[src/hw/rtl/fsts_pkg.sv]
// Package: shared types and constants of the fair share task scheduler.
package fsts_pkg;

  localparam int MaxTasks   = 16;
  localparam int PrioLevels = 10;
  localparam int IdW        = $clog2(MaxTasks);
  localparam int PrioW      = 4;
  localparam int CntW       = $clog2(MaxTasks + 1);
  localparam logic [31:0] IdealReset = 32'd20;

  typedef enum logic [2:0] {
    MODE_INIT    = 3'd0,
    MODE_ENQ     = 3'd1,
    MODE_DEQ     = 3'd2,
    MODE_TICK    = 3'd3,
    MODE_CHECK   = 3'd4,
    MODE_NONE5   = 3'd5,
    MODE_NONE6   = 3'd6,
    MODE_NONE7   = 3'd7
  } mode_e;

  typedef enum logic [2:0] {
    ST_IDLE,
    ST_OP,
    ST_SCAN,
    ST_POST,
    ST_FINAL,
    ST_OUT
  } state_e;

  // scan unit control and result
  typedef struct packed {
    logic start;
  } scan_ctl_t;

  typedef struct packed {
    logic            done;
    logic            found;
    logic [IdW-1:0]  idx;
  } scan_res_t;

  function automatic logic wrap_lt(input logic [31:0] a, input logic [31:0] b);
    logic [31:0] d;
    d = a - b;
    return d[31];
  endfunction

endpackage

[src/hw/rtl/fsts_scan.sv]
// Sequential scan for the queued task with the smallest vruntime.
module fsts_scan (
  input  logic                       clk_i,
  input  logic                       rst_ni,
  input  fsts_pkg::scan_ctl_t        ctl_i,
  input  logic [fsts_pkg::MaxTasks-1:0] queued_i,
  input  logic [31:0]                vr_i [fsts_pkg::MaxTasks],
  input  logic [31:0]                st_i [fsts_pkg::MaxTasks],
  output fsts_pkg::scan_res_t        res_o
);
  import fsts_pkg::*;

  logic           busy_q, busy_d;
  logic [IdW-1:0] i_q, i_d;
  logic           found_q, found_d;
  logic [IdW-1:0] best_q, best_d;
  logic           done_q, done_d;
  logic [31:0]    dv;
  logic           better;

  always_comb begin
    dv = vr_i[i_q] - vr_i[best_q];
    better = dv[31] || (dv == '0 && st_i[i_q] < st_i[best_q]);
  end

  always_comb begin
    busy_d  = busy_q;
    i_d     = i_q;
    found_d = found_q;
    best_d  = best_q;
    done_d  = 1'b0;
    if (ctl_i.start) begin
      busy_d  = 1'b1;
      i_d     = '0;
      found_d = 1'b0;
      best_d  = '0;
    end else if (busy_q) begin
      if (queued_i[i_q] && (!found_q || better)) begin
        best_d  = i_q;
        found_d = 1'b1;
      end
      if (i_q == IdW'(MaxTasks - 1)) begin
        busy_d = 1'b0;
        done_d = 1'b1;
      end else begin
        i_d = i_q + 1'b1;
      end
    end
  end

  always_ff @(posedge clk_i or negedge rst_ni) begin
    if (!rst_ni) begin
      busy_q  <= 1'b0;
      i_q     <= '0;
      found_q <= 1'b0;
      best_q  <= '0;
      done_q  <= 1'b0;
    end else begin
      busy_q  <= busy_d;
      i_q     <= i_d;
      found_q <= found_d;
      best_q  <= best_d;
      done_q  <= done_d;
    end
  end

  assign res_o.done  = done_q;
  assign res_o.found = found_q;
  assign res_o.idx   = best_q;

endmodule

[config.mk]
export PLATFORM = sky130hd
export DESIGN_NAME = fsts_scan
export DESIGN_NICKNAME = d
export VERILOG_FILES = /design/src/hw/rtl/fsts_pkg.sv /design/src/hw/rtl/fsts_scan.sv
export SDC_FILE = /design/constraint.sdc
export NUM_CORES = 1
export LEC_CHECK = 0
export BUFFER_PORTS_ARGS = -buffer_cell sky130_fd_sc_hd__buf_2
export CAP_MARGIN = 20
export CORE_AREA = 2 2 408 410
export CTS_CLUSTER_SIZE = 8
export DETAILED_ROUTE_END_ITERATION = 7
export DIE_AREA = 0 0 410 412
export GPL_ROUTABILITY_DRIVEN = 0
export PLACE_DENSITY = 0.39
export RECOVER_POWER = 25
export SYNTH_ARGS = -nofsm -noshare
export SYNTH_HDL_FRONTEND = slang
export SYNTH_SLANG_ARGS = --single-unit
[constraint.sdc]
create_clock -name clk_i -period 8.6 [get_ports clk_i]
set_input_delay 1.72 -clock clk_i [delete_from_list [all_inputs] [get_ports clk_i]]
set_output_delay 1.72 -clock clk_i [all_outputs]
set_load 0.01 [all_outputs]
## Yosys cells after proc, flatten, opt, wreduce, memory -nomap -nowiden

Cells that the tools add are included.

| cells by class | value |
|---|---|
| mux-type cells | 29 |
| order comparisons | 4 |
| bitwise logic cells | 2 |
| $add $sub $neg | 2 |
| eq/ne operators | 2 |
| reduce and logical (&&, ||, !) cells | 10 |

Operator list:

| operator | number |
|---|---|
| 32-bit binary-select mux with 4-bit select | 4 |
| 32-bit two-way mux | 8 |
| 32-bit zero test | 1 |
| 32-bit less-than comparator | 1 |
| 32-bit subtractor | 1 |
| 4-bit two-way mux | 6 |
| 5-bit greater-or-equal comparator, second input constant | 2 |
| 1-bit two-way mux | 10 |
| 4-bit inverter with 5-bit output | 2 |
| 4-bit by 5-bit less-than comparator with 1-bit output, second input constant | 1 |
| 4-bit by 1-bit adder with 4-bit output, second input constant | 1 |
| 1-bit binary-select mux with 4-bit select | 1 |
| 4-bit == test, second input constant | 1 |
| 2-bit AND reduction | 2 |
| 2-bit nonzero test | 2 |
| 1-bit logical AND | 2 |
| 1-bit logical OR | 2 |
| 2-bit != test, second input constant | 1 |
| 1-bit zero test | 1 |

| storage, ports and cells | value |
|---|---|
| bits in registers | 11 |
| word-level logic and storage cells | 54 |
| input bits | 1043 |

## Depth between registers and ports, before layout

| logic depth | value |
|---|---|
| depth after elaboration | 13 |
| depth in mapped cells | 20 |
| mapped depth without buffers | 15 |

## Worst setup path after synthesis

No wires, ideal clock.

| path | value |
|---|---|
| kind | flip-flop to flip-flop |
| start point | register best_q[0] |
| end point | register best_q[0] |
| library setup time | 0.126 ns |
| buffers on the path | 5 |
| cell stages (with the launch flop) | 19 |
| required time | 8.474 ns |
| slack | 2.312 ns |
| arrival | 6.161 ns |
| clock period less this slack | 6.288 ns |
| cell sequence | dfrtp_1 buf_2 buf_1 buf_1 clkbuf_1 mux4_2 mux4_2 ha_1 fa_1 nand2b_1 a21oi_1 a211oi_1 o31a_1 mux2i_1 o21ai_0 or4_1 or4_1 buf_2 a311o_1 |

| on the way | value |
|---|---|
| cells in the longest elaborated chain, start to end | 12 |
| elaborated cells between the ends (all ways) | 16 |
| classes of those cells | add/sub (1); order compare (1); mux (6); bitwise (1); reduce/logical (7) |

RTL lines:

| item | line | RTL |
|---|---|---|
| start: declaration | fsts_scan.sv:16 | `logic [IdW-1:0] best_q, best_d;` |
| start signal: assignment | fsts_scan.sv:62 | `best_q <= best_d;` |
| 4-bit inverter with 5-bit output (implied by the code) * | fsts_scan.sv:22, fsts_scan.sv:23 |  |
| 32-bit binary-select mux with 4-bit select | fsts_scan.sv:22 | `dv = vr_i[i_q] - vr_i[best_q];` |
| 32-bit two-way mux (implied by the code) (2 in series) | fsts_scan.sv:22 |  |
| 32-bit subtractor | fsts_scan.sv:22 |  |
| 32-bit zero test | fsts_scan.sv:23 | `better = dv[31] \|\| (dv == '0 && st_i[i_q] < st_i[best_q]);` |
| 1-bit logical AND | fsts_scan.sv:23 |  |
| 1-bit logical OR * | fsts_scan.sv:23 |  |
| 1-bit logical OR * | fsts_scan.sv:38 | `if (queued_i[i_q] && (!found_q \|\| better)) begin` |
| 1-bit logical AND * | fsts_scan.sv:38 |  |
| 2-bit nonzero test (no line) * | - |  |
| 2-bit AND reduction (no line) * | - |  |

Every way passes the cells marked *; elsewhere a longest branch is shown, timed or not. The select of a mux whose other input is x is not followed.
A chain may end at the register's enable or synchronous reset.

## Final worst setup path

| path | value |
|---|---|
| start point | input port vr_i[128] in the netlist's numbering |
| end point | register best_q[3] |

| on the way | value |
|---|---|
| cells in the longest elaborated chain, start to end | 11 |
| elaborated cells between the ends (all ways) | 14 |
| classes of those cells | add/sub (1); mux (6); reduce/logical (7) |

RTL lines:

| item | line | RTL |
|---|---|---|
| start: declaration | fsts_scan.sv:7 | `input logic [31:0] vr_i [fsts_pkg::MaxTasks],` |
| 32-bit binary-select mux with 4-bit select | fsts_scan.sv:22 |  |
| 32-bit two-way mux (implied by the code) (2 in series) | fsts_scan.sv:22 |  |
| 32-bit subtractor * | fsts_scan.sv:22 |  |
| 32-bit zero test | fsts_scan.sv:23 |  |
| 1-bit logical AND | fsts_scan.sv:23 |  |
| 1-bit logical OR * | fsts_scan.sv:23 |  |
| 1-bit logical OR * | fsts_scan.sv:38 |  |
| 1-bit logical AND * | fsts_scan.sv:38 |  |
| 2-bit nonzero test (no line) * | - |  |
| 2-bit AND reduction (no line) * | - |  |

Marks and branches as above.

==> impl_metrics.toml <==
[critical_path]
timing.rr.end = "best_q[3]$_DFFE_PN0P_"
start_kind = "primary input"
worstSetupEndpointType = "flop"
worstPathMaxFanout = 8
required_ns = 8.74
worst-setup-path-type = "in2reg"
r2r_slack_ns = 2.13
crit-reg2reg-launch = "i_q[0]$_DFFE_PN0P_"
reg2reg_depth = 15
arrival_ns = 6.71
cp_slowest_cell = "or4_1"
cp_slowest_stage_delay_ns = 0.66
crit_chain = "buf_2 > mux4_2 > mux4_2 > ha_1 > fa_1 > nand2b_1 > a21oi_1 > a211oi_1 > o31a_1 > mux2i_1 > o21ai_0 > or4_1 > or4_1 > a311o_1"

[sta]
rsz0062_at_grt = "no"
maxSlewHeadroom_pct = 39.1
hold_viol = 0
setup_viol = 0
drv_slew = 0
fin_crit_ns = 6.57
clock_skew_ns = 0.00933
tightestPinTransition_ns = 0.913
fmax_mhz = 152
finalCritPeriodShare_pct = 76.4
tns_ns = 0

[cts]
cts.sinks = 11
clock_latency_ns = 0.26
cts_resized = 0
cts.path.max_buffers = 2
cts.reportedPaths.clkPinSlew_ns = 0.05
post_cts_buffers = 0
cts_tree = "built"
cts_root_buf = "clkbuf_16"
cts_hold_buf = 0
cts_buffers = 3
cts_htree_levels = 1

[detailed_routing]
vias_per_cell = 4.35
ant_nets = 0
drcViolationCount = 0
firstDrtPassIters = 5
drtIter0Drc = 1348
vias = 19500
wl_um = 128000
wl_per_cell_um = 28.6

[floorplanning]
io_pins = 1049
die_w_um = 410
dieHeight_um = 412
initial_utilization_pct = 11.3
die_area_mm2 = 0.169
row_count = 149
core-area_mm2 = 0.164

[synth]
synth_area_per_cell_um2 = 14.2
synth_edf_count = 0
ys_seq_area_share_pct = 1.48
synth.net_count = 2423
synth_ff_type = "dfrtp_1"
syn_area_mm2 = 0.0186
async_reset_ff_share_pct = 100
yosys_warnings = 0
synth-seq-cells = 11
netlist-cell-type-count = 64
synth_cells = 1316

[global_routing]
grt_first_pass_wirelength_um = 171000
grt-ovfl-total = 0
grt_start_max_net_pins = 70
antenna_found_initial = 114
grt_pass1_vias = 20800
gr-usage-all-layers_pct = 14.5

[placed_design]
place_area_mm2 = 0.0266
dpl.hpwl_um = 113000
dp.cells = 4448
portBuffers = 1048

[status]
status = "finished, final reports clean"

[power]
vdd_drop_max_mv = 0.0576
power_density_mw_per_mm2 = 134
cellLeakagePower_nw = 9.69

[final_layout]
mostFrequentLayoutCell = "buf_2"
final_cell_mix = "1,048 x buf_2, 639 x mux4_2, 76 x inv_1"
layout.cells.non_filler = 4486
fin_area_mm2 = 0.0268
nNetsFinal = 3371
areaGrowthSynthToFinish_pct = 43.5
layout-drive-gt1-share_pct = 78.1

[run]
drv_cap = 0

[hold_path]
hold_depth = 2
hold_class = "reg2reg"
min_to = "found_q$_DFFE_PN0P_"
hp-start = "found_q$_DFFE_PN0P_"
==> critical path, delay by kind of cell <==
kind | cells | cell delay, ns
multiplexers | 3 | 1.24
buffers and inverters | 1 | 0.11
AO/OA/AOI/OAI | 5 | 1.62
AND/OR/NAND/NOR | 3 | 1.28
adder cells (fa/ha/maj) | 2 | 0.72
==> synthesized netlist by cell type, drive strengths merged, types with 13 or more instances <==
| library cell | count | area [um2] |
|---|---|---|
| mux4 | 639 | 14400 |
| clkbuf | 112 | 420 |
| inv | 76 | 285 |
| ha | 63 | 788 |
| buf | 50 | 208 |
| a21oi | 42 | 214 |
| nand2 | 41 | 159 |
| nor2 | 40 | 150 |
| o21ai | 31 | 166 |
| nand4 | 20 | 125 |
| nand3 | 19 | 95.1 |
| nor3 | 14 | 70.1 |
| mux2i | 13 | 130 |
==> report_power, final <==
group / total (W) / internal, W / switching, W
Clock: 0.0000947 / 0.0000629 / 0.0000318
Sequential: 0.000132 / 0.0000575 / 0.0000746
Combinational: 0.00335 / 0.00166 / 0.00169
Total: 0.00357 / 0.00178 / 0.00179
==> routing by layer <==
layer | GRT usage, % | vias to the layer above | routed length (um)
li1 | - | 8019 | -
met1 | 17.6 | 10200 | 49300
met2 | 26.0 | 974 | 66000
met3 | 2.78 | 226 | 8550
met4 | 4.13 | 48 | 4140
met5 | 0 | - | 341
==> registers in the layout, summed over array words and instances (netlist names) <==
name / flops
best_q: 4
busy_q: 1
done_q: 1
found_q: 1
i_q: 4
==> kinds of logic (layout without fill, tap and decap cells) <==
logic type | count (synthesis) | count (layout) | share of synthesized area (%)
mux | 652 | 652 | 77.9
buf+inv | 238 | 1185 | 4.90
simple gates | 186 | 186 | 5.21
compound gates | 151 | 151 | 5.52
fa+ha+maj | 64 | 64 | 4.34
xor+xnor | 14 | 14 | 0.658
flops | 11 | 11 | 1.48
other cells | 0 | 34 | 0
==> layout make-up <==
type,instances,area [um2]
fillers,18400,137000
multi-input cells,1067,17500
repair buffers,1105,5790
well taps,2189,2740
flip-flops and latches,11,305
inverters,76,285
diodes,34,85.1
clock buffers,4,78.8
==> metrics by stage <==
step	utilization (%)	hold WS, ns	total power (W)	setup WS [ns]
CTS	16.2	0.606	0.00366	1.89
detailed placement	16.2	0.598	0.00354	1.76
global route	16.3	0.638	0.00388	1.65
finish	16.3	0.617	0.00357	2.03
floorplan	-	0.508	0.00230	2.31
global placement	16.2	0.594	0.00356	0.676
==> worst max-delay path by stage <==
| stage | start | endpoint | slack [ns] | cells past startpoint |
|---|---|---|---|---|
| floorplan | best_q[0]$_DFFE_PN0P_ | best_q[0]$_DFFE_PN0P_ | 2.31 | 18 |
| global placement | i_q[0]$_DFFE_PN0P_ | best_q[2]$_DFFE_PN0P_ | 0.68 | 14 |
| detailed placement | vr_i[0] | best_q[1]$_DFFE_PN0P_ | 1.76 | 14 |
| CTS | i_q[0]$_DFFE_PN0P_ | best_q[3]$_DFFE_PN0P_ | 1.89 | 15 |
| global route | i_q[0]$_DFFE_PN0P_ | best_q[2]$_DFFE_PN0P_ | 1.65 | 16 |
| finish | vr_i[128] | best_q[3]$_DFFE_PN0P_ | 2.03 | 14 |
(Power assumes the default switching activity.)
